`src/hdl/cdr_pkg.sv`:
```
package cdr_pkg;

  // angle datapath
  localparam int AW           = 32;            // widened angle, 2^32 = full turn
  localparam int CW           = 33;            // CORDIC x/y, Q30
  localparam int ZW           = 34;            // CORDIC residual angle
  localparam int CORDIC_ITERS = 30;
  localparam logic signed [CW-1:0] CORDIC_START = 33'sd652032874;
  localparam logic [AW-1:0] HALF_TURN    = 32'h8000_0000;
  localparam logic [AW-1:0] QUARTER_TURN = 32'h4000_0000;

  // vector datapath
  localparam int DIRW = 16;                    // field width
  localparam int VW   = 28;                    // rotated vector components
  localparam int PW   = CW + DIRW;             // pitch products
  localparam int YW   = CW + VW;               // yaw products
  localparam int MW   = 25;                    // magnitude after normalize
  localparam int SQW  = 2 * MW;                // one square
  localparam int SW   = SQW + 2;               // sum of three squares
  localparam int SQRT_STEPS = SW / 2;          // one result bit per step
  localparam int RW   = SW + 1;                // isqrt partial root
  localparam int DW   = SQRT_STEPS + 1;        // divisor 2r

  // configuration register indexes
  localparam int CFG_IDX_W = 3;
  typedef enum logic [CFG_IDX_W-1:0] {
    CFG_CAMERA_X    = 3'd0,
    CFG_CAMERA_Y    = 3'd1,
    CFG_CAMERA_Z    = 3'd2,
    CFG_PITCH_ANGLE = 3'd3,
    CFG_YAW_ANGLE   = 3'd4
  } cfg_idx_t;

  // arctangent table, 2^-32 turn units
  function automatic logic [AW-1:0] cdr_atan(input int i);
    logic [AW-1:0] a;
    case (i)
      0:  a = 32'd536870912;
      1:  a = 32'd316933406;
      2:  a = 32'd167458907;
      3:  a = 32'd85004756;
      4:  a = 32'd42667331;
      5:  a = 32'd21354465;
      6:  a = 32'd10679838;
      7:  a = 32'd5340245;
      8:  a = 32'd2670163;
      9:  a = 32'd1335087;
      10: a = 32'd667544;
      11: a = 32'd333772;
      12: a = 32'd166886;
      13: a = 32'd83443;
      14: a = 32'd41722;
      15: a = 32'd20861;
      16: a = 32'd10430;
      17: a = 32'd5215;
      18: a = 32'd2608;
      19: a = 32'd1304;
      20: a = 32'd652;
      21: a = 32'd326;
      22: a = 32'd163;
      23: a = 32'd81;
      24: a = 32'd41;
      25: a = 32'd20;
      26: a = 32'd10;
      27: a = 32'd5;
      28: a = 32'd3;
      29: a = 32'd1;
      default: a = '0;
    endcase
    return a;
  endfunction

endpackage

```
`src/hdl/cdr_cordic_cell.sv`:
```
module cdr_cordic_cell #(
  parameter int ITER   = 0,
  parameter int SIDE_W = 1
) (
  input  logic                        clk,
  input  logic                        en,
  input  logic signed [cdr_pkg::CW-1:0] x_i,
  input  logic signed [cdr_pkg::CW-1:0] y_i,
  input  logic signed [cdr_pkg::ZW-1:0] z_i,
  input  logic [SIDE_W-1:0]           side_i,
  output logic signed [cdr_pkg::CW-1:0] x_o,
  output logic signed [cdr_pkg::CW-1:0] y_o,
  output logic signed [cdr_pkg::ZW-1:0] z_o,
  output logic [SIDE_W-1:0]           side_o
);
  import cdr_pkg::*;

  localparam logic signed [ZW-1:0] ATAN = ZW'(cdr_atan(ITER));

  logic signed [CW-1:0] x_r, y_r, x_nxt, y_nxt;
  logic signed [ZW-1:0] z_r, z_nxt;
  logic [SIDE_W-1:0]    side_r;

  // one micro-rotation, direction from residual sign
  always_comb begin
    if (!z_i[ZW-1]) begin
      x_nxt = x_i - (y_i >>> ITER);
      y_nxt = y_i + (x_i >>> ITER);
      z_nxt = z_i - ATAN;
    end else begin
      x_nxt = x_i + (y_i >>> ITER);
      y_nxt = y_i - (x_i >>> ITER);
      z_nxt = z_i + ATAN;
    end
  end

  always_ff @(posedge clk) begin
    if (en) begin
      x_r    <= x_nxt;
      y_r    <= y_nxt;
      z_r    <= z_nxt;
      side_r <= side_i;
    end
  end

  assign x_o    = x_r;
  assign y_o    = y_r;
  assign z_o    = z_r;
  assign side_o = side_r;
endmodule

```
`config.mk`:
```
export PLATFORM = sky130hd
export DESIGN_NAME = cdr_cordic_cell
export DESIGN_NICKNAME = d
export VERILOG_FILES = /design/src/hdl/cdr_pkg.sv /design/src/hdl/cdr_cordic_cell.sv
export SDC_FILE = /design/constraint.sdc
export NUM_CORES = 1
export LEC_CHECK = 0
export ABC_AREA = 1
export BUFFER_PORTS_ARGS = -buffer_cell sky130_fd_sc_hd__clkbuf_2
export CAP_MARGIN = 20
export CORE_UTILIZATION = 60
export CTS_BUF_LIST = sky130_fd_sc_hd__clkbuf_2 sky130_fd_sc_hd__clkbuf_4 sky130_fd_sc_hd__clkbuf_8
export CTS_CLUSTER_SIZE = 30
export DETAILED_ROUTE_END_ITERATION = 12
export GPL_ROUTABILITY_DRIVEN = 0
export GPL_TIMING_DRIVEN = 0
export PLACE_DENSITY = 0.85
export SLEW_MARGIN = 10
export SYNTH_ARGS = -nofsm -noshare
export SYNTH_HDL_FRONTEND = slang
export SYNTH_SLANG_ARGS = --single-unit
```
`constraint.sdc`:
```
create_clock -name clk -period 6.4 [get_ports clk]
set_input_delay 0.96 -clock clk [delete_from_list [all_inputs] [get_ports clk]]
set_output_delay 0.96 -clock clk [all_outputs]
set_load 0.03 [all_outputs]
```
==> flow_summary.toml <==
[status]
status = "complete, no violations"

[layout]
stdcell_count = 2125
final_common_cell = "nand2_1"
area_growth_pct = 14.11
layout_common_cells = "nand2_1, inv_1, clkbuf_2"
final_cell_area_mm2 = 0.01223
drive_gt1_share_pct = 13.68
final_core_util_pct = 70.44
final_nets = 2110
n_antenna_cell = 0

[place]
dpl_worst_slack_ps = 3172
place_area_mm2 = 0.01202
place_hpwl_mm = 26.94
port_buffers = 202
placedCellCount = 2110

[clocking]
clock_sinks = 100
clockBufferDepth = 2
cts_max_level = 3
cts_hold_buf = 0
clk_pin_slew_ps = 110
clockRootBuffer = "clkbuf_8"
cts_inserted_buffers = 9
postCtsSetupRepairBufs = 0
cts_tree = "built"
cts-resized-gates = 0

[sta]
rsz0062_at_grt = "no"
tightest_slew_ps = 865.9
setup_viol = 0
worst_slack_ps = 3473
fmax_mhz = 341.7
min_period_ps = 2927
maxSlewHeadroom_pct = 42.28
fin_tns_setup_ps = 0
whs_ps = 734.1
fin_crit_sh_pct = 45.73
hold_viol_final = 0
slew_viol_final = 0

[setup_path]
cp.arrival_ps = 3080
crit_chain = "clkbuf_2, inv_1, ha_1, fa_1, o21ai_1, nand2_1, nand2_1, nand2_1, nand2_1, nand2_1, nand2_1, nand2_1, nand3_1, nand2_1"
start_kind = "input pin"
worstSetupEndpointType = "flip-flop"
slowest_stage = "fa_1"
slowest_delay_ps = 520
cp.required_ps = 6550
path_class = "in -> reg"
crit_buf_inv = 2
critPathTopFamily = "adder cells"
cp_common_cell = "nand2_1"
cp_max_fo = 5

[global_routing]
overflow = 0
grt_usage_pct = 36.03
grt_pass1_vias = 10547
antenna_found_initial = 1
grt_pass1_wl_mm = 50.89
grt_max_degree = 101

[power_and_ir_drop]
ir_worst_vdd_mv = 0.1247
total_power_mw = 2.349
power.density_mw_per_mm2 = 192.1
leakage_nw = 6.941

[synthesis]
synth_cells = 1683
synth_top_family_by_area = "simple AND/OR/NAND/NOR gates"
synth.avg_cell_area_um2 = 6.367
synth_nets = 1897
synthDistinctLibCells = 32
synth_xor_xnor_area_share_pct = 2.125
ys_warn_count = 0
yosys.area_share.simple_pct = 34.45
synthMuxAreaShare_pct = 0.09341
ys_seq_area_share_pct = 28.02
synth_compound_area_share_pct = 8.536
synthAdderAreaFrac_pct = 13.24
synth-seq-cells = 100
syn_area_mm2 = 0.01072

[hold_path]
min_path_type = "in -> reg"

[detailed_routing]
vias = 11793
final_antenna_net_count = 0
drc = 0
drtPass1Iterations = 8
routed_via_density = 5.550
drt-initial-drc-count = 1886
wl_per_cell_um = 15.48
wl_mm = 32.89

[floorplan]
die_w_um = 135.6
core_area_mm2 = 0.01736
die-area_mm2 = 0.01840
rows = 48
die_h_um = 135.6
ioPinCount = 204
start_util_pct = 61.74

[job]
cap_violations = 0
-- sequential cells by signal (all words and copies together) (netlist names) --
| register | cells |
|---|---|
| side_o | 1 |
| x_o | 33 |
| y_o | 32 |
| z_o | 34 |
-- cell families after synthesis --
logic type                 count (synthesis)
and+or+nand+nor                          913
buffers and inverters                    363
AOI/OAI and AO/OA                        169
adders and majority gates                111
DFF                                      100
xor gates and xnor gates                  26
muxes                                      1
-- power breakdown --
| group | internal, mW | total [mW] | switching (mW) | leakage, nW |
|---|---|---|---|---|
| Combinational | 0.302 | 1.04 | 0.743 | 5.86 |
| Clock | 0.219 | 0.458 | 0.239 | 0.108 |
| Sequential | 0.824 | 0.846 | 0.0224 | 0.978 |
| Total | 1.34 | 2.35 | 1.00 | 6.94 |
-- cell usage after synthesis, drive strengths merged --
cell	number	area share, %
nor2	155	5.5
a21oi	73	3.4
fa	4	0.75
o31ai	2	0.14
a31oi	2	0.12
nand3	145	6.8
o21bai	15	1.1
buf	35	2.0
nand2	584	21
o211ai	4	0.28
o22ai	8	0.47
clkbuf	8	0.28
and2	7	0.41
inv	320	11
mux2i	1	0.093
nand4	13	0.76
edfxtp	100	28
nor3	6	0.28
ha	107	12
xor2	26	2.1
o21ai	65	3.0
or2	3	0.18
-- per-layer routing --
metal	vias to the layer above	wire (um)	global-route usage (%)
met5	-	16	0
met1	5163	12820	47.71
met2	844	13800	55.84
met4	2	1589	18.10
li1	5641	-	-
met3	143	4658	6.921
-- layout make-up --
cell class              count  area, um^2
clock buffers               9       123.9
flip-flops and latches    100        3003
plain buffers              43       249.0
inverters                 320        1201
fillers                  1504        5130
well taps                 225       281.5
clock inverters             6       86.33
repair buffers            202        1020
multi-input cells        1220        6262
-- final timing paths --
check,endpoint,depth (start not counted),slack (ps),from
max,x_o[32]$_DFFE_PP_,14,3470,x_i[0]
min,z_o[21]$_DFFE_PP_,1,730,z_i[21]
Power figures use the tool's default switching activity.
