--- config.mk ---
export PLATFORM = sky130hd
export DESIGN_NAME = cdr_sqrt_cell
export DESIGN_NICKNAME = d
export VERILOG_FILES = /design/src/hdl/cdr_pkg.sv /design/src/hdl/cdr_sqrt_cell.sv
export SDC_FILE = /design/constraint.sdc
export NUM_CORES = 1
export LEC_CHECK = 0
export BUFFER_PORTS_ARGS = -buffer_cell sky130_fd_sc_hd__buf_2
export CORE_ASPECT_RATIO = 1.25
export CORE_MARGIN = 5
export CORE_UTILIZATION = 40
export DETAILED_ROUTE_END_ITERATION = 7
export PLACE_DENSITY = 0.72
export SYNTH_ARGS = -nofsm -noshare
export SYNTH_HDL_FRONTEND = slang
export SYNTH_SLANG_ARGS = --single-unit
--- constraint.sdc ---
create_clock -name clk -period 6.85 [get_ports clk]
set_input_delay 0.685 -clock clk [delete_from_list [all_inputs] [get_ports clk]]
set_output_delay 0.685 -clock clk [all_outputs]
set_load 0.1 [all_outputs]
--- src/hdl/cdr_pkg.sv ---
package cdr_pkg;

  // angle datapath
  localparam int AW           = 32;            // widened angle, 2^32 = full turn
  localparam int CW           = 33;            // CORDIC x/y, Q30
  localparam int ZW           = 34;            // CORDIC residual angle
  localparam int CORDIC_ITERS = 30;
  localparam logic signed [CW-1:0] CORDIC_START = 33'sd652032874;
  localparam logic [AW-1:0] HALF_TURN    = 32'h8000_0000;
  localparam logic [AW-1:0] QUARTER_TURN = 32'h4000_0000;

  // vector datapath
  localparam int DIRW = 16;                    // field width
  localparam int VW   = 28;                    // rotated vector components
  localparam int PW   = CW + DIRW;             // pitch products
  localparam int YW   = CW + VW;               // yaw products
  localparam int MW   = 25;                    // magnitude after normalize
  localparam int SQW  = 2 * MW;                // one square
  localparam int SW   = SQW + 2;               // sum of three squares
  localparam int SQRT_STEPS = SW / 2;          // one result bit per step
  localparam int RW   = SW + 1;                // isqrt partial root
  localparam int DW   = SQRT_STEPS + 1;        // divisor 2r

  // configuration register indexes
  localparam int CFG_IDX_W = 3;
  typedef enum logic [CFG_IDX_W-1:0] {
    CFG_CAMERA_X    = 3'd0,
    CFG_CAMERA_Y    = 3'd1,
    CFG_CAMERA_Z    = 3'd2,
    CFG_PITCH_ANGLE = 3'd3,
    CFG_YAW_ANGLE   = 3'd4
  } cfg_idx_t;

  // arctangent table, 2^-32 turn units
  function automatic logic [AW-1:0] cdr_atan(input int i);
    logic [AW-1:0] a;
    case (i)
      0:  a = 32'd536870912;
      1:  a = 32'd316933406;
      2:  a = 32'd167458907;
      3:  a = 32'd85004756;
      4:  a = 32'd42667331;
      5:  a = 32'd21354465;
      6:  a = 32'd10679838;
      7:  a = 32'd5340245;
      8:  a = 32'd2670163;
      9:  a = 32'd1335087;
      10: a = 32'd667544;
      11: a = 32'd333772;
      12: a = 32'd166886;
      13: a = 32'd83443;
      14: a = 32'd41722;
      15: a = 32'd20861;
      16: a = 32'd10430;
      17: a = 32'd5215;
      18: a = 32'd2608;
      19: a = 32'd1304;
      20: a = 32'd652;
      21: a = 32'd326;
      22: a = 32'd163;
      23: a = 32'd81;
      24: a = 32'd41;
      25: a = 32'd20;
      26: a = 32'd10;
      27: a = 32'd5;
      28: a = 32'd3;
      29: a = 32'd1;
      default: a = '0;
    endcase
    return a;
  endfunction

endpackage

--- src/hdl/cdr_sqrt_cell.sv ---
module cdr_sqrt_cell #(
  parameter int STEP   = 0,
  parameter int SIDE_W = 1
) (
  input  logic                   clk,
  input  logic                   en,
  input  logic [cdr_pkg::SW-1:0] n_i,
  input  logic [cdr_pkg::RW-1:0] r_i,
  input  logic [SIDE_W-1:0]      side_i,
  output logic [cdr_pkg::SW-1:0] n_o,
  output logic [cdr_pkg::RW-1:0] r_o,
  output logic [SIDE_W-1:0]      side_o
);
  import cdr_pkg::*;

  localparam logic [RW-1:0] BIT = RW'(1) << (2 * (SQRT_STEPS - 1 - STEP));

  logic [SW-1:0]     n_r, n_nxt;
  logic [RW-1:0]     r_r, r_nxt, trial;
  logic [SIDE_W-1:0] side_r;

  always_comb begin
    trial = r_i + BIT;
    if ({1'b0, n_i} >= trial) begin
      n_nxt = SW'({1'b0, n_i} - trial);
      r_nxt = (r_i >> 1) + BIT;
    end else begin
      n_nxt = n_i;
      r_nxt = r_i >> 1;
    end
  end

  always_ff @(posedge clk) begin
    if (en) begin
      n_r    <= n_nxt;
      r_r    <= r_nxt;
      side_r <= side_i;
    end
  end

  assign n_o    = n_r;
  assign r_o    = r_r;
  assign side_o = side_r;
endmodule

==> qor.yml <==
timing:
  finalSetupViolCount: 0
  rsz0062_at_grt: "no"
  slew_viol_final: 0
  timing.fmax_mhz: 242
  tns_ns: 0
  fin_crit_sh: 0.604
  hold_violations: 0
  slew_headroom: 0.237
  period_minus_slack_ns: 4.14
  tightest_slew_ns: 1.14
worst_setup_path:
  crit_chain: "buf_2, ha_1, a21o_1, a311o_1, o31ai_2, o21ai_2, a21oi_2, nor2_1, o211ai_4, buf_12, mux2_1"
  crit_buf_inv: 2
  worstSetupStartpointType: "input port"
  arrival_ns: 4.23
  required_ns: 6.95
  critPathLaunch: "n_i[11]"
  slowest_stage: "o211ai_4"
  cp_slowest_stage_delay_ns: 0.91
  cp_max_fo: 55
  cp.depth: 11
  endpoint: "n_o[29]"
  critPathKind: "in2reg"
  cp-end-kind: "register"
  cp_top_family: "compound AO/OA/AOI/OAI gates"
floorplanning:
  design.die.area_um2: 20400
  num_rows: 54
  die_x_um: 129
  die_height_um: 159
  start_util: 0.405
  io_pins: 214
  core_um2: 17400
clocking:
  cts_buffers: 9
  cts_tree: "done"
  clock_path_buffers: 2
  ctsHtreeMaxLevel: 3
  post_cts_resized: 0
  cts_hold_buf: 0
  cts_num_sinks: 106
  clockRootBuffer: "clkbuf_16"
  clk_pin_slew_worst_paths_ns: 0.08
  cts_setup_buffers: 0
route:
  drc_errors: 0
  route.vias.total: 5995
  dr.pass1.iters: 5
  drt_iter0_markers: 386
  ant_nets: 0
  routedWlPerCell_um: 16.4
  drt-vias-per-instance: 5.19
  wirelength_um: 19000
worst_hold_path:
  hold_path_class: "in2reg"
  min_path_cells: 1
grt:
  grt_pass1_vias: 5933
  gr-usage-all-layers: 0.178
  grt-ovfl-total: 0
  antenna_found_initial: 2
  grt_max_degree: 56
  grt_pass1_wl_um: 29000
finish:
  nets: 1087
  regArea_um2: 3180
  nFillCells: 1696
  multiInputGateArea_um2: 3480
  final_util: 0.490
  drive_gt1_frac: 0.265
  syn2layout_area_growth_pct: 21.1
synth:
  postSynth.asyncResetShare: 0
  ys_seq_area_frac: 0.451
  synth_edf_count: 106
  netlist_instances: 730
  ys_types: 63
  synth_area_um2: 7060
  yosys_warnings: 0
  ys_seq_elements: 106
  syn_avg_cell_area_um2: 9.67
  syn_nets: 893
  synth-main-ff-cell: "edfxtp_1"
run_status:
  outcome: "completed"
power_and_ir_drop:
  power.leakage_nw: 3.87
  ir_drop_v: 0.000123
  power_density_nw_per_um2: 267
place:
  place_hpwl_um: 15200
  place_congestion: 0.872
  io_buffers: 213
job:
  maxCapViolCount: 0
-- sequential cells by signal, summed over array words and instances (netlist names) --
signal / cells
n_o: 52
r_o: 53
side_o: 1
-- cells in the final DEF (no fill, tap or decap), types with 9 or more instances in the layout --
master,n
inv_1,63
nor2_1,35
nor3_1,9
ha_1,54
buf_2,212
o21ai_0,75
xnor2_1,26
a21oi_1,53
nand4_1,18
nand2_1,99
a21o_1,25
xor2_1,22
edfxtp_1,106
clkbuf_16,9
-- power breakdown --
group | switching (W) | internal (W)
logic | 0.000765 | 0.000214
clock network | 0.000241 | 0.000249
registers | 0.0000161 | 0.000796
total | 0.00102 | 0.00126
-- metal layers --
metal | GRT usage | vias to the layer above | share of wire
li1 | - | 3034 | -
met1 | 0.204 | 2759 | 0.40
met2 | 0.324 | 172 | 0.51
met3 | 0.0456 | 28 | 0.072
met4 | 0.0570 | 2 | 0.022
met5 | 0 | - | 0.00069
-- cell type report --
cell class,count,share of cell area
sequential,106,0.372
timing repair buffer,215,0.128
multi-input combinational,529,0.407
clock buffer,10,0.0268
inverter,63,0.0277
tap,224,0.0328
clock inverter,6,0.00483
antenna,2,0.000586
-- through the flow --
stage / std cells / instance area [um^2] / setup WS [ns] / total power [W] / hold WS, ns
2_1_floorplan: 730 / 7060 / 3.49 / 0.00162 / 0.784
3_3_place_gp: 1137 / 8270 / 2.40 / 0.00180 / 0.865
3_5_place_dp: 1137 / 8270 / 2.29 / 0.00181 / 0.867
4_1_cts: 1153 / 8540 / 2.68 / 0.00230 / 0.496
5_1_grt: 1154 / 8540 / 2.38 / 0.00239 / 0.491
6_report: 1155 / 8550 / 2.71 / 0.00228 / 0.508
-- synthesized netlist by cell type, drive strengths merged, types with 4 or more instances --
cell type,number,area [um^2]
a21oi,54,274
mux2,5,56.3
nor2,36,138
and2,4,25.0
nand3,8,40.0
inv,63,236
xnor2,26,228
o211ai,8,65.1
clkbuf,16,61.3
edfxtp,106,3180
a211oi,4,30.0
o21bai,8,60.1
nand2,99,372
nor3,9,45.0
o21ai,82,414
nand2b,5,31.3
a21o,25,188
xor2,22,193
a31oi,8,50.1
nand4,19,125
ha,54,676
o21a,7,52.6
nor2b,4,25.0
and3,5,31.3
buf,16,110
-- how the worst min path moves through the flow --
stage | start | endpoint | slack (ns)
finish | side_i | side_o | 0.51
global placement | side_i | side_o | 0.87
floorplan | r_i[1] | r_o[0] | 0.78
CTS | side_i | side_o | 0.50
detailed placement | side_i | side_o | 0.87
global route | side_i | side_o | 0.49
-- cell families after synthesis --
| group | count (synthesis) | synth area share |
|---|---|---|
| AOI/OAI and AO/OA | 220 | 0.194 |
| xor gates and xnor gates | 48 | 0.0596 |
| adders and majority gates | 55 | 0.0986 |
| DFF | 106 | 0.451 |
| and+or+nand+nor | 201 | 0.131 |
| muxes | 5 | 0.00798 |
| buffers and inverters | 95 | 0.0578 |
Note: power is estimated with default switching activity, not from simulation.
