===== src/hdl/cdr_pkg.sv =====
package cdr_pkg;

  // angle datapath
  localparam int AW           = 32;            // widened angle, 2^32 = full turn
  localparam int CW           = 33;            // CORDIC x/y, Q30
  localparam int ZW           = 34;            // CORDIC residual angle
  localparam int CORDIC_ITERS = 30;
  localparam logic signed [CW-1:0] CORDIC_START = 33'sd652032874;
  localparam logic [AW-1:0] HALF_TURN    = 32'h8000_0000;
  localparam logic [AW-1:0] QUARTER_TURN = 32'h4000_0000;

  // vector datapath
  localparam int DIRW = 16;                    // field width
  localparam int VW   = 28;                    // rotated vector components
  localparam int PW   = CW + DIRW;             // pitch products
  localparam int YW   = CW + VW;               // yaw products
  localparam int MW   = 25;                    // magnitude after normalize
  localparam int SQW  = 2 * MW;                // one square
  localparam int SW   = SQW + 2;               // sum of three squares
  localparam int SQRT_STEPS = SW / 2;          // one result bit per step
  localparam int RW   = SW + 1;                // isqrt partial root
  localparam int DW   = SQRT_STEPS + 1;        // divisor 2r

  // configuration register indexes
  localparam int CFG_IDX_W = 3;
  typedef enum logic [CFG_IDX_W-1:0] {
    CFG_CAMERA_X    = 3'd0,
    CFG_CAMERA_Y    = 3'd1,
    CFG_CAMERA_Z    = 3'd2,
    CFG_PITCH_ANGLE = 3'd3,
    CFG_YAW_ANGLE   = 3'd4
  } cfg_idx_t;

  // arctangent table, 2^-32 turn units
  function automatic logic [AW-1:0] cdr_atan(input int i);
    logic [AW-1:0] a;
    case (i)
      0:  a = 32'd536870912;
      1:  a = 32'd316933406;
      2:  a = 32'd167458907;
      3:  a = 32'd85004756;
      4:  a = 32'd42667331;
      5:  a = 32'd21354465;
      6:  a = 32'd10679838;
      7:  a = 32'd5340245;
      8:  a = 32'd2670163;
      9:  a = 32'd1335087;
      10: a = 32'd667544;
      11: a = 32'd333772;
      12: a = 32'd166886;
      13: a = 32'd83443;
      14: a = 32'd41722;
      15: a = 32'd20861;
      16: a = 32'd10430;
      17: a = 32'd5215;
      18: a = 32'd2608;
      19: a = 32'd1304;
      20: a = 32'd652;
      21: a = 32'd326;
      22: a = 32'd163;
      23: a = 32'd81;
      24: a = 32'd41;
      25: a = 32'd20;
      26: a = 32'd10;
      27: a = 32'd5;
      28: a = 32'd3;
      29: a = 32'd1;
      default: a = '0;
    endcase
    return a;
  endfunction

endpackage


===== src/hdl/cdr_norm_cell.sv =====
module cdr_norm_cell #(
  parameter int SHIFT  = 1,
  parameter int SIDE_W = 1
) (
  input  logic                          clk,
  input  logic                          en,
  input  logic signed [cdr_pkg::VW-1:0] v_i [3],
  input  logic [cdr_pkg::VW-1:0]        m_i,
  input  logic [SIDE_W-1:0]             side_i,
  output logic signed [cdr_pkg::VW-1:0] v_o [3],
  output logic [cdr_pkg::VW-1:0]        m_o,
  output logic [SIDE_W-1:0]             side_o
);
  import cdr_pkg::*;

  // shift only while the result stays below 2^MW
  localparam logic [VW-1:0] LIM = VW'(1) << (MW - SHIFT);

  logic signed [VW-1:0] v_r [3];
  logic signed [VW-1:0] v_nxt [3];
  logic [VW-1:0]        m_r, m_nxt;
  logic [SIDE_W-1:0]    side_r;
  logic                 sh;

  always_comb begin
    sh    = (m_i < LIM);
    m_nxt = sh ? (m_i << SHIFT) : m_i;
    for (int k = 0; k < 3; k++) begin
      v_nxt[k] = sh ? (v_i[k] <<< SHIFT) : v_i[k];
    end
  end

  always_ff @(posedge clk) begin
    if (en) begin
      v_r    <= v_nxt;
      m_r    <= m_nxt;
      side_r <= side_i;
    end
  end

  assign v_o    = v_r;
  assign m_o    = m_r;
  assign side_o = side_r;
endmodule


===== config.mk =====
export PLATFORM = sky130hd
export DESIGN_NAME = cdr_norm_cell
export DESIGN_NICKNAME = d
export VERILOG_FILES = /design/src/hdl/cdr_pkg.sv /design/src/hdl/cdr_norm_cell.sv
export SDC_FILE = /design/constraint.sdc
export NUM_CORES = 1
export LEC_CHECK = 0
export ABC_AREA = 1
export BUFFER_PORTS_ARGS = -buffer_cell sky130_fd_sc_hd__buf_2
export CAP_MARGIN = 30
export CORE_MARGIN = 3
export CORE_UTILIZATION = 42
export DETAILED_ROUTE_END_ITERATION = 6
export GPL_ROUTABILITY_DRIVEN = 0
export PLACE_DENSITY = 0.76
export SYNTH_ARGS = -nofsm -noshare
export SYNTH_HDL_FRONTEND = slang
export SYNTH_SLANG_ARGS = --single-unit

===== constraint.sdc =====
create_clock -name clk -period 1.1 [get_ports clk]
set_input_delay 0.33 -clock clk [delete_from_list [all_inputs] [get_ports clk]]
set_output_delay 0.33 -clock clk [all_outputs]
set_load 0.01 [all_outputs]

==> out/metrics.cfg, run 1 <==
[critical_path]
path_class=reg -> out
endpoint=v_o[24]
cp_max_fo=1
end_kind=output pin
path_buf_inv=1
startpoint=v_o[24]$_DFFE_PP_
crit_cells=1
crit_path_start_kind=flop
slowest_delay_ns=0.39
crit_arrival_ns=0.94
path_cells=buf_2
cp_top_family=flip-flops
cp.required_ns=0.77
cp_slowest_cell=edfxtp_1

[power_and_ir_drop]
ir_drop_uv=940
p_leak_nw=3.31
power_frac_clock_pct=42.5
switchingPower_mw=2.65
p_per_area_mw_per_mm2=1690
swShare_pct=22.7
p_seq_share_pct=45.1
combPwrFrac_pct=12.3
intPower_mw=9.03

[global_route]
antenna_found_initial=0
grt_pass1_wl_mm=19.1
grt_overflow=0
grt_pass1_vias=3923
grt_max_degree=58
grt_usage_pct=18.7

[cts]
h-tree-depth=4
cts.sinks=113
clkTransAtPathRegs_ns=0.05
cts-root-buf=clkbuf_16
post-cts-setup-buffers=0
cts_tree=yes
cts_buffer_depth=2
cts_buffers=17
cts_resized=0

[sta]
rsz0062_at_grt=true
hold_violations=0
setup_viol=113
tns_ns=-14.87
worstMarginPinSlew_ns=0.241
min_period_ns=1.27
fmax_ghz=0.788
max_slew_margin_pct=83.9
fin_ws_ns=-0.170
drv_slew=0
fin_crit_sh_pct=115

[yosys]
synth_cell_types=10
ys_seq_area_share_pct=67.9
synthCells=473
syn_avg_cell_area_um2=10.6
netlist_area_mm2=0.00500
ys_ff_latch=113
yosysWarnings=0
synthesis.nets=588

[die]
die_h_um=115
die_x_um=115
fp.coreArea_mm2=0.0115
fp-row-count=39
dieArea_mm2=0.0133
start_util_pct=43.4
pin_count=228

[outcome]
violations=negative setup slack
status=finished with violations

[worst_hold_path]
min_path_type=in -> reg

[final_layout]
post-route-cell-area_mm2=0.00692
diodes=0
drive_gt1_share_pct=38.1
areaGrowthSynthToFinish_pct=38.3
nNetsFinal=815

[route]
vias_per_cell=5.04
drt-pass1-iter-count=5
remaining_drc_errors=0
detail_route.wirelength_mm=12.7
ant_nets=0
wl_per_cell_um=14.8
vias=4313
drt_iter0_drc=417

[placement]
numPortBuffers=227
placed_area_mm2=0.00638
hpwl_mm=8.81

[flow_run]
maxCapViolations=0

==> per-layer routing <==
metal	wire length (um)	GRT usage [%]	part of all wire (%)	vias up
met5	0	0	0	-
met4	199	7.20	1.6	0
met3	1440	8.53	11	18
met2	6100	29.7	48	236
met1	4940	22.3	39	1985
li1	-	-	-	2074
==> worst min-delay path by stage <==
stage | from | to | slack, ns | cells after the start
final | side_i | side_o$_DFFE_PP_ | 0.11 | 1
after global routing | side_i | side_o$_DFFE_PP_ | 0.08 | 1
after CTS | side_i | side_o$_DFFE_PP_ | 0.08 | 1
after detailed placement | side_i | side_o$_DFFE_PP_ | 0.51 | 1
after global placement | side_i | side_o$_DFFE_PP_ | 0.51 | 1
after floorplan | side_i | side_o$_DFFE_PP_ | 0.43 | 0
==> cells in the final DEF (no fill, tap or decap) <==
cell type	instances
clkbuf_16	17
nand2_4	1
nand2_1	209
inv_1	1
bufinv_16	2
buf_12	12
clkinv_1	5
nor2_4	2
edfxtp_1	113
clkbuf_1	4
buf_2	226
a21boi_0	4
buf_4	8
clkinv_2	3
nand3_1	105
==> kinds of logic (layout without fill, tap and decap cells) <==
kind of cell           count (synthesis)  count (layout)  synth area share, %
AOI/OAI and AO/OA                      4               4                0.600
and+or+nand+nor                      317             317                 26.4
buffers and inverters                 39             278                 5.13
DFF                                  113             113                 67.9
==> repair_timing <==
item / CTS / global route
setup endpoints to repair: 113 / 113
gates cloned: 0 / 0
hold buffers: 0 / 0
==> flip-flops by register name, indices dropped and copies added, names as in the netlist <==
register and flops:
m_o 28, side_o 1, v_o 84
==> final cells by class <==
type / count / area (um2)
fillers: 953 / 4600
flip-flops and latches: 113 / 3390
repair buffers: 246 / 1430
multi-input cells: 321 / 1370
clock buffers: 21 / 440
well taps: 143 / 179
clock inverters: 10 / 93.8
inverters: 1 / 3.75
==> stage by stage <==
| step | power [mW] | std cells | setup slack [ns] | util [%] | hold slack [ns] |
|---|---|---|---|---|---|
| detailed placement | 6.79 | 824 | -0.294 | 55.4 | 0.509 |
| global placement | 6.75 | 824 | -0.262 | 55.4 | 0.512 |
| floorplan | 5.96 | 473 | -0.00952 | - | 0.429 |
| global route | 12.2 | 855 | -0.219 | 60.1 | 0.0804 |
| CTS | 11.8 | 855 | -0.200 | 60.1 | 0.0783 |
| finish | 11.7 | 855 | -0.170 | 60.1 | 0.108 |
==> synthesized netlist by cell type <==
cell type | number | area (um2)
a21boi_0 | 4 | 30.0
buf_2 | 19 | 95.1
buf_4 | 3 | 22.5
buf_6 | 10 | 113
clkbuf_1 | 6 | 22.5
edfxtp_1 | 113 | 3390
inv_1 | 1 | 3.75
nand2_1 | 210 | 788
nand3_1 | 105 | 526
nor2_1 | 2 | 7.51
==> power groups by stage <==
stage / Clock, mW / Combinational, mW / Sequential [mW]
after floorplan: 0 / 0.387 / 5.57
after global placement: 0 / 1.41 / 5.34
after detailed placement: 0 / 1.44 / 5.35
after CTS: 5.10 / 1.45 / 5.27
after global routing: 5.29 / 1.58 / 5.30
final: 4.97 / 1.44 / 5.27
No activity file was read; power rests on OpenSTA's default activity.
==> run 2, diff against run 1 <==
==> constraint.sdc (replaced) <==
create_clock -name clk -period 1.1 [get_ports clk]
set_input_delay 0.11 -clock clk [delete_from_list [all_inputs] [get_ports clk]]
set_output_delay 0.11 -clock clk [all_outputs]
set_load 0.01 [all_outputs]
==> run 2 against run 1 <==
  * Die area unchanged
  * Largest cell class unchanged
  * Design area up 14%
  * Global-route usage up 3.4 points
  * Power up 3.0%
  * The run now ends clean
  * Sequential cell count unchanged
  * Critical path type unchanged
  * Worst setup slack better by 0.18 ns
  * Sequential power about the same
  * Cell count up 12%
==> out/metrics.cfg, run 2 (same netlist as run 1, synthesis figures left out) <==
[final_layout]
fin_cells=961  ; +12%
layout_common_cells=226 x buf_2, 209 x nand2_1, 113 x edfxtp_1, 105 x nand3_1, 96 x dlygate4sd3_1
nNetsFinal=918  ; +13%
largest_reg_flops=84  ; unchanged
drive_gt1_share_pct=33.9  ; -4.1 points
final_common_cell=buf_2
areaGrowthSynthToFinish_pct=58.2

[sta]
fin_ws_ns=0.0147  ; +0.184 ns
fin_crit_sh_pct=98.7  ; -17 points
rsz0062_at_grt=true
min_period_ns=1.09  ; -0.184 ns
hold_ws_ns=0.00556  ; -0.103 ns
setup_viol=0  ; -100%
drv_slew=0  ; unchanged
hold_violations=0  ; unchanged
worstMarginPinSlew_ns=0.282  ; +0.0410 ns
max_slew_margin_pct=81.2  ; -2.7 points
fmax_ghz=0.921  ; +17%

[critical_path]
path_class=reg -> out
slowest_delay_ns=0.41  ; +0.02 ns
end_kind=output pin
cp_max_fo=1  ; unchanged
cp.required_ns=0.99  ; +0.22 ns
path_cells=buf_2
crit_arrival_ns=0.98  ; +0.04 ns
cp_slowest_cell=edfxtp_1
path_buf_inv=1  ; unchanged
cp_top_family=flip-flops
crit_path_start_kind=flop

[worst_hold_path]
min_path_type=in -> reg

[die]
fp-row-count=39  ; unchanged
pin_count=228  ; unchanged
die_x_um=115  ; unchanged
dieArea_mm2=0.0133  ; unchanged
fp.coreArea_mm2=0.0115  ; unchanged
start_util_pct=43.4  ; unchanged
die_h_um=115  ; unchanged

[route]
vias_per_cell=5.06  ; +0.25%
ant_nets=0  ; unchanged
wl_per_cell_um=15.5  ; +4.2%
detail_route.wirelength_mm=14.9  ; +17%
drt_iter0_drc=465  ; +12%
remaining_drc_errors=0  ; unchanged
drt-pass1-iter-count=5  ; unchanged
vias=4860  ; +13%

[cts]
clkTransAtPathRegs_ns=0.05  ; about the same
post-cts-setup-buffers=0  ; unchanged
cts.sinks=113  ; unchanged
cts_buffer_depth=2  ; unchanged
cts_resized=0  ; unchanged
cts_buffers=17  ; unchanged
cts-root-buf=clkbuf_16
h-tree-depth=4  ; unchanged
cts_tree=yes

[power_and_ir_drop]
p_per_area_mw_per_mm2=1520  ; -10%
ir_drop_uv=902  ; -4.0%
p_leak_nw=3.74  ; +13%

[placement]
dpl_worst_slack_ns=-0.0807  ; +0.213 ns
dp.cells=831  ; +0.85%
hpwl_mm=9.34  ; +6.1%
numPortBuffers=227  ; unchanged

[global_route]
antenna_found_initial=1  ; +1
grt_max_degree=53  ; -8.6%
grt_pass1_vias=4736  ; +21%
grt_usage_pct=22.1  ; +3.4 points
grt_overflow=0  ; unchanged
grt_pass1_wl_mm=22.5  ; +18%

[flow_run]
maxCapViolations=0  ; unchanged

[outcome]
status=completed

==> run 2: cell types whose count changed in the layout (fill, tap and decap cells not counted), sizes merged <==
cell         previous run  this run
diode                   0         2
buf                   246       253
clkbuf                 21        22
dlygate4sd3             0        96
==> run 2: stage by stage <==
step | setup TNS (ns) | power, mW | area (um2) | util (%)
2_1_floorplan | 0 | 5.95 | 5000 | -
3_3_place_gp | -1.88 | 6.76 | 6410 | 55.6
3_5_place_dp | -4.97 | 6.81 | 6410 | 55.6
4_1_cts | -0.0336 | 12.1 | 7910 | 68.7
5_1_grt | -0.0491 | 12.5 | 7910 | 68.7
6_report | 0 | 12.0 | 7910 | 68.7
==> run 2: area by class of cell <==
type	instances	area, um2
diodes	2	5.00
flip-flops and latches	113	3390
clock buffers	22	444
fillers	808	3600
repair buffers	349	2420
inverters	1	3.75
well taps	143	179
multi-input cells	321	1370
clock inverters	10	92.6
==> run 2: path summary, 6_finish.rpt <==
kind                        startpoint                 to  slack (ns)  cells after the start
setup / recovery  m_o[0]$_SDFFCE_PN0P_             m_o[0]        0.01                      1
hold / removal                 m_i[14]  m_o[14]$_DFFE_PP_       0.006                      3
==> run 2: timing repair <==
| item | CTS | global route |
|---|---|---|
| gates cloned | 0 | 0 |
| hold buffers | 96 | 0 |
| endpoints found under the hold margin | 96 | 0 |
| pin swaps | 0 | 0 |
| setup endpoints to repair | 1 | 1 |
==> run 2: power by group <==
group          leakage [nW]  internal [mW]  switching [mW]
clock                 0.261           3.27            1.74
sequential             1.10           5.18          0.0999
combinational          2.37          0.823           0.920
total                  3.74           9.27            2.76
==> run 2: layer usage <==
metal	vias to the layer above	GRT usage [%]	wire length, um	part of all wire (%)
li1	2286	-	-	-
met1	2244	23.8	5340	36
met2	281	39.3	7770	52
met3	49	6.58	1240	8.4
met4	0	11.1	501	3.4
met5	-	0	0	0
