==> src/hdl/cdr_pkg.sv <==
package cdr_pkg;

  // angle datapath
  localparam int AW           = 32;            // widened angle, 2^32 = full turn
  localparam int CW           = 33;            // CORDIC x/y, Q30
  localparam int ZW           = 34;            // CORDIC residual angle
  localparam int CORDIC_ITERS = 30;
  localparam logic signed [CW-1:0] CORDIC_START = 33'sd652032874;
  localparam logic [AW-1:0] HALF_TURN    = 32'h8000_0000;
  localparam logic [AW-1:0] QUARTER_TURN = 32'h4000_0000;

  // vector datapath
  localparam int DIRW = 16;                    // field width
  localparam int VW   = 28;                    // rotated vector components
  localparam int PW   = CW + DIRW;             // pitch products
  localparam int YW   = CW + VW;               // yaw products
  localparam int MW   = 25;                    // magnitude after normalize
  localparam int SQW  = 2 * MW;                // one square
  localparam int SW   = SQW + 2;               // sum of three squares
  localparam int SQRT_STEPS = SW / 2;          // one result bit per step
  localparam int RW   = SW + 1;                // isqrt partial root
  localparam int DW   = SQRT_STEPS + 1;        // divisor 2r

  // configuration register indexes
  localparam int CFG_IDX_W = 3;
  typedef enum logic [CFG_IDX_W-1:0] {
    CFG_CAMERA_X    = 3'd0,
    CFG_CAMERA_Y    = 3'd1,
    CFG_CAMERA_Z    = 3'd2,
    CFG_PITCH_ANGLE = 3'd3,
    CFG_YAW_ANGLE   = 3'd4
  } cfg_idx_t;

  // arctangent table, 2^-32 turn units
  function automatic logic [AW-1:0] cdr_atan(input int i);
    logic [AW-1:0] a;
    case (i)
      0:  a = 32'd536870912;
      1:  a = 32'd316933406;
      2:  a = 32'd167458907;
      3:  a = 32'd85004756;
      4:  a = 32'd42667331;
      5:  a = 32'd21354465;
      6:  a = 32'd10679838;
      7:  a = 32'd5340245;
      8:  a = 32'd2670163;
      9:  a = 32'd1335087;
      10: a = 32'd667544;
      11: a = 32'd333772;
      12: a = 32'd166886;
      13: a = 32'd83443;
      14: a = 32'd41722;
      15: a = 32'd20861;
      16: a = 32'd10430;
      17: a = 32'd5215;
      18: a = 32'd2608;
      19: a = 32'd1304;
      20: a = 32'd652;
      21: a = 32'd326;
      22: a = 32'd163;
      23: a = 32'd81;
      24: a = 32'd41;
      25: a = 32'd20;
      26: a = 32'd10;
      27: a = 32'd5;
      28: a = 32'd3;
      29: a = 32'd1;
      default: a = '0;
    endcase
    return a;
  endfunction

endpackage

==> src/hdl/cdr_div_cell.sv <==
module cdr_div_cell #(
  parameter int J      = 0,
  parameter int QW     = 15,
  parameter int NW     = 41,
  parameter int SIDE_W = 1
) (
  input  logic                   clk,
  input  logic                   en,
  input  logic [NW-1:0]          rem_i [3],
  input  logic [QW-1:0]          q_i [3],
  input  logic [cdr_pkg::DW-1:0] d_i,
  input  logic [SIDE_W-1:0]      side_i,
  output logic [NW-1:0]          rem_o [3],
  output logic [QW-1:0]          q_o [3],
  output logic [cdr_pkg::DW-1:0] d_o,
  output logic [SIDE_W-1:0]      side_o
);
  import cdr_pkg::*;

  logic [NW-1:0]     rem_r [3];
  logic [NW-1:0]     rem_nxt [3];
  logic [QW-1:0]     q_r [3];
  logic [QW-1:0]     q_nxt [3];
  logic [DW-1:0]     d_r;
  logic [SIDE_W-1:0] side_r;
  logic [NW-1:0]     sub;

  // restoring division, quotient bit J for all three lanes
  always_comb begin
    sub = NW'(d_i) << J;
    for (int k = 0; k < 3; k++) begin
      if (rem_i[k] >= sub) begin
        rem_nxt[k] = rem_i[k] - sub;
        q_nxt[k]   = q_i[k] | (QW'(1) << J);
      end else begin
        rem_nxt[k] = rem_i[k];
        q_nxt[k]   = q_i[k];
      end
    end
  end

  always_ff @(posedge clk) begin
    if (en) begin
      rem_r  <= rem_nxt;
      q_r    <= q_nxt;
      d_r    <= d_i;
      side_r <= side_i;
    end
  end

  assign rem_o  = rem_r;
  assign q_o    = q_r;
  assign d_o    = d_r;
  assign side_o = side_r;
endmodule

==> config.mk <==
export PLATFORM = sky130hd
export DESIGN_NAME = cdr_div_cell
export DESIGN_NICKNAME = d
export VERILOG_FILES = /design/src/hdl/cdr_pkg.sv /design/src/hdl/cdr_div_cell.sv
export SDC_FILE = /design/constraint.sdc
export NUM_CORES = 1
export LEC_CHECK = 0
export BUFFER_PORTS_ARGS = -buffer_cell sky130_fd_sc_hd__buf_2
export CAP_MARGIN = 5
export CORE_UTILIZATION = 52
export CTS_CLUSTER_DIAMETER = 80
export DETAILED_ROUTE_END_ITERATION = 16
export PLACE_DENSITY_LB_ADDON = 0.25
export SLEW_MARGIN = 20
export SYNTH_ARGS = -nofsm -noshare
export SYNTH_HDL_FRONTEND = slang
export SYNTH_SLANG_ARGS = --single-unit
export TNS_END_PERCENT = 10
==> constraint.sdc <==
create_clock -name clk -period 3.9 [get_ports clk]
set_clock_uncertainty 0.2 [all_clocks]
set_input_delay 0.585 -clock clk [delete_from_list [all_inputs] [get_ports clk]]
set_output_delay 0.585 -clock clk [all_outputs]
set_load 0.03 [all_outputs]
==> results of run 1 <==
final timing paths:
check,start,to,slack (ns),depth (start not counted)
worst max-delay path,d_i[1],rem_o[113]$_DFFE_PP_,0.26,12
worst min-delay path,q_i[18],q_o[18]$_DFFE_PP_,0.11,1
metrics by stage:
stage	instances	util	setup slack, ns	instance area, µm²	setup TNS, ns
final	1952	0.673	0.261	15800	0
after global routing	1951	0.673	0.108	15800	0
after detailed placement	1916	0.648	-0.119	15200	-0.248
after global placement	1916	0.648	-0.126	15200	-0.471
after floorplan	1167	-	0.303	12400	0
after CTS	1948	0.673	0.339	15800	0
sequential cells by signal, indices dropped and copies added, names as in the netlist:
name and cells:
side_o 1, q_o 45, d_o 27, rem_o 123
cells in the final DEF (no fill, tap or decap), types with 55 or more instances in the layout:
cell | Yosys | final
buf_2 | 7 | 392
edfxtp_1 | 196 | 196
a21oi_1 | 103 | 103
nor2_1 | 94 | 94
nand2_1 | 86 | 86
ha_1 | 81 | 81
buf_4 | 0 | 69
o21ai_0 | 67 | 67
xor2_1 | 55 | 55
critical path: cells and delay by family:
family	cells	cell delay, ns
compound gates	5	1.64
simple gates	2	0.61
buf+inv	3	0.38
fa+ha+maj	1	0.25
xor+xnor	1	0.15
routing by layer:
layer / vias to the layer above / GRT usage / wire length (µm)
met4: 4 / 0.121 / 1210
met2: 549 / 0.523 / 18500
met5: - / 0 / 29
li1: 5306 / - / -
met1: 5193 / 0.384 / 15500
met3: 60 / 0.0553 / 2950
cell type report:
type / instances / share of cell area
Antenna cell: 4 / 0.000635
Timing Repair Buffer: 466 / 0.163
Sequential cell: 196 / 0.373
Clock inverter: 14 / 0.00961
Tap cell: 319 / 0.0253
Inverter: 53 / 0.0126
Clock buffer: 18 / 0.0272
Multi-Input combinational cell: 882 / 0.388
power groups by stage:
stage	registers (mW)	logic [mW]	clock network, mW
6_report	2.69	2.03	1.76
5_1_grt	2.71	2.16	1.86
4_1_cts	2.69	2.01	1.80
3_5_place_dp	2.73	2.00	0
3_3_place_gp	2.73	1.98	0
2_1_floorplan	3.24	0.779	0
cell families (layout without fill, tap and decap cells):
kind of cell               Yosys count  count (layout)  synth area share
other                                0               4                 0
AOI/OAI and AO/OA                  323             323             0.168
DFF                                196             196             0.476
adders and majority gates           84              84            0.0869
buffers and inverters               89             551            0.0302
and+or+nand+nor                    348             348             0.142
muxes                               19              19            0.0200
xor gates and xnor gates           108             108            0.0765
==> out/results.ini, run 1 <==
[final_layout]
n_fill_cell = 1896
regArea_mm2 = 0.00589
multi_input_area_mm2 = 0.00611
nets = 1898
layout-drive-gt1-share = 0.331
area_growth_pct = 27.5

[critical_path]
critPathRequiredTime_ns = 3.89
crit_path_max_incr_delay_ns = 0.53
path_cells = buf_2, inv_1, ha_1, nor2b_1, o31a_1, o311ai_0, o211ai_1, a211oi_1, buf_4, o21ai_0, or4_1, xnor2_1
crit_slowest_cell = o311ai_0
cp-start-kind = input port
crit_arrival_ns = 3.62
endpoint_kind = flip-flop
critPathKind = in -> reg
critPathMaxFanout = 4

[sta]
holdWs_ns = 0.113
max_freq_mhz = 275
max_slew.worst_pin.slew_ns = 0.823
setup_violations = 0
slew_headroom = 0.452
min_period_ns = 3.64
maxSlewViolCount = 0
final.period_utilization = 0.933
finalHoldViolCount = 0
rsz0062_at_grt = false

[route]
vias = 11112
drt_iter0_drc = 873
wl_per_cell_um = 19.6
dr.pass1.iters = 6
final_antenna_net_count = 0
route.detailed.drc = 0
vias_per_cell = 5.69
wl_um = 38200

[die]
die_height_um = 156
ioPinCount = 394
dieWidth_um = 156
core-area_mm2 = 0.0234
start_util = 0.528
die-area_mm2 = 0.0244
rows = 56

[grt]
gr-total-overflow = 0
grt_pass1_wl_um = 56500
antenna_found_initial = 6
grt_pass1_vias = 10338
grt_max_degree = 98
gr-usage-all-layers = 0.307

[synth]
synth.net_count = 1449
yosysSeqAreaShare = 0.476
synth_ff_type = edfxtp_1
yosysWarnings = 0
synth_edf_count = 196
netlist_area_mm2 = 0.0124
synth_commonest_cells = edfxtp_1, a21oi_1, nor2_1
synth_cell_type_count = 77
synthMostInstantiatedCell = edfxtp_1
synth_area_per_cell_um2 = 10.6
synth_area_leader_cell = edfxtp_1
synth.ff_latch_count = 196
yosysTopAreaCellShare = 0.476
syn_inst = 1167
ys_async_sr_fraction = 0
ys_top_cells_by_area = edfxtp_1, ha_1, a21oi_1

[worst_hold_path]
hold_class = in -> reg

[power_and_ir_drop]
leakage_nw = 6.82
clkPwrFrac = 0.272
sw_frac_of_total = 0.352
power_mw = 6.48
p_int_mw = 4.20
netSwitchingPower_mw = 2.28
vdd_drop_max_v = 0.000294
seqPwrFrac = 0.414
p_comb_frac = 0.313
p_per_area_mw_per_mm2 = 411

[clock_network]
post_cts_buffers = 0
cts-root-buf = clkbuf_16
cts_resized = 0
clk_path_buf_depth = 2
cts.clk_slew.worst_paths_ns = 0.08
htreeDepth = 4
clock-sinks = 196
cts_hold_buf = 0
cts_tree = done
cts_buffers = 17

[outcome]
status = complete, no violations

[placed_design]
place_hpwl_um = 30700
finalWeightedCongestion = 1.01
io_buffers = 393

[flow_run]
drv_cap = 0

No activity file was read; power rests on OpenSTA's default activity.
==> run 2: changes to the inputs <==
--- a/config.mk
+++ b/config.mk
@@ -11,6 +11,7 @@
 export CTS_CLUSTER_DIAMETER = 80
 export DETAILED_ROUTE_END_ITERATION = 16
 export PLACE_DENSITY_LB_ADDON = 0.25
+export RECOVER_POWER = 25
 export SLEW_MARGIN = 20
 export SYNTH_ARGS = -nofsm -noshare
 export SYNTH_HDL_FRONTEND = slang
==> out/results.ini, run 2 (synthesis gave the netlist of run 1 again) <==
[outcome]
status = finished with violations
violations = max-capacitance violations, max-slew violations

[critical_path]
critPathBufInv = 3  ; unchanged
cp-start-kind = input port
path_cells = clkbuf_1, inv_1, ha_1, a211oi_1, o21ai_0, o311ai_0, o211ai_1, a211oi_1, buf_4, o21ai_0, or4_1, xnor2_1
endpoint_kind = flip-flop
critPathKind = in -> reg
crit_path_max_incr_delay_ns = 0.46  ; -0.07 ns
path_delay_family = compound AO/OA/AOI/OAI gates
critPathMaxFanout = 6  ; +2
critPathRequiredTime_ns = 3.89  ; about the same
crit_arrival_ns = 3.60  ; -0.02 ns
crit_slowest_cell = or4_1

[sta]
holdWs_ns = 0.111  ; -0.00199 ns
rsz0062_at_grt = false
slew_headroom = -0.699  ; -1.15
final.period_utilization = 0.926  ; -0.00682
setup_violations = 0  ; unchanged
min_period_ns = 3.61  ; -0.0266 ns
max_freq_mhz = 277  ; +0.74%
finalHoldViolCount = 0  ; unchanged
max_slew.worst_pin.slew_ns = 2.55  ; +1.73 ns
maxSlewViolCount = 97  ; +97

[clock_network]
cts_buffers = 17  ; unchanged
cts.clk_slew.worst_paths_ns = 0.08  ; about the same
cts_tree = done
post_cts_buffers = 0  ; unchanged
clk_path_buf_depth = 2  ; unchanged
clock-sinks = 196  ; unchanged
cts_hold_buf = 0  ; unchanged
cts-root-buf = clkbuf_16
htreeDepth = 4  ; unchanged
cts_resized = 0  ; unchanged

[placed_design]
place_hpwl_um = 30700  ; unchanged
io_buffers = 393  ; unchanged
finalWeightedCongestion = 1.01  ; unchanged

[die]
ioPinCount = 394  ; unchanged
core-area_mm2 = 0.0234  ; unchanged
die_height_um = 156  ; unchanged
dieWidth_um = 156  ; unchanged
rows = 56  ; unchanged
die-area_mm2 = 0.0244  ; unchanged
start_util = 0.528  ; unchanged

[power_and_ir_drop]
seqPwrFrac = 0.415  ; about the same
p_comb_frac = 0.313  ; about the same
netSwitchingPower_mw = 2.28  ; about the same
clkPwrFrac = 0.272  ; about the same
sw_frac_of_total = 0.353  ; about the same
vdd_drop_max_v = 0.000294  ; +0.26%
leakage_nw = 6.76  ; -0.95%
p_per_area_mw_per_mm2 = 412  ; +0.23%
p_int_mw = 4.20  ; about the same

[grt]
gr-usage-all-layers = 0.307  ; unchanged
grt_pass1_vias = 10338  ; unchanged
grt_pass1_wl_um = 56500  ; unchanged
grt_max_degree = 98  ; unchanged
gr-total-overflow = 0  ; unchanged
antenna_found_initial = 6  ; unchanged

[worst_hold_path]
min_from = q_i[18]
min_to = q_o[18]$_DFFE_PP_
hold_class = in -> reg
hold_depth = 1  ; unchanged

[route]
wl_per_cell_um = 19.6  ; -0.10%
final_antenna_net_count = 0  ; unchanged
route.detailed.drc = 0  ; unchanged
drt_iter0_drc = 937  ; +7.3%
dr.pass1.iters = 5  ; -1
wl_um = 38200  ; -0.10%
vias = 11133  ; +0.19%
vias_per_cell = 5.70  ; +0.19%

[final_layout]
area_growth_pct = 27.2
layout-drive-gt1-share = 0.317  ; -0.0135
final_util = 0.672  ; -0.00166
layout_common_cells = buf_2, edfxtp_1, a21oi_1, nor2_1, nand2_1
largest_reg_flops = 123  ; unchanged
n_fill_cell = 1906  ; +0.53%
final_common_cell = buf_2
nets = 1898  ; unchanged

[flow_run]
drv_cap = 1  ; +1

[run 2: cell type report]
type                    count  area (µm²)  area share
multi-input cells         882        6110       0.389
well taps                 319         399      0.0254
flip-flops and latches    196        5890       0.374
clock buffers              18         429      0.0273
diodes                      4        10.0    0.000637
clock inverters            14         151     0.00963
inverters                  53         199      0.0127
repair buffers            466        2530       0.161
[run 2: layer usage]
| metal | track usage | up-vias | wire, µm |
|---|---|---|---|
| met5 | 0 | - | 30 |
| met2 | 0.523 | 534 | 18500 |
| met3 | 0.0553 | 60 | 2860 |
| met1 | 0.384 | 5230 | 15600 |
| met4 | 0.121 | 4 | 1220 |
| li1 | - | 5305 | - |
[run 2: power groups by stage]
| stage | sequential, mW | combinational, mW | clock (mW) |
|---|---|---|---|
| after floorplan | 3.24 | 0.779 | 0 |
| after global placement | 2.73 | 1.98 | 0 |
| after detailed placement | 2.73 | 2.00 | 0 |
| after CTS | 2.69 | 2.01 | 1.80 |
| after global routing | 2.71 | 2.16 | 1.86 |
| final | 2.69 | 2.03 | 1.76 |
[run 2: worst max path at each step]
stage | end | cells after the start | startpoint | slack (ns)
global route | rem_o[113]$_DFFE_PP_ | 12 | d_i[14] | 0.07
floorplan | rem_o[11]$_DFFE_PP_ | 10 | d_i[26] | 0.30
CTS | rem_o[113]$_DFFE_PP_ | 12 | d_i[14] | 0.34
finish | rem_o[113]$_DFFE_PP_ | 12 | d_i[14] | 0.29
global placement | rem_o[109]$_DFFE_PP_ | 12 | d_i[14] | -0.13
detailed placement | rem_o[113]$_DFFE_PP_ | 12 | d_i[14] | -0.12
[run 2: metrics by stage]
| stage | TNS (ns) | cell area (µm²) | setup slack (ns) | instances | power, mW |
|---|---|---|---|---|---|
| floorplan | 0 | 12400 | 0.303 | 1167 | 4.02 |
| global placement | -0.471 | 15200 | -0.126 | 1916 | 4.72 |
| detailed placement | -0.248 | 15200 | -0.119 | 1916 | 4.74 |
| CTS | 0 | 15800 | 0.339 | 1948 | 6.50 |
| global route | 0 | 15700 | 0.0658 | 1951 | 6.73 |
| finish | 0 | 15700 | 0.288 | 1952 | 6.48 |
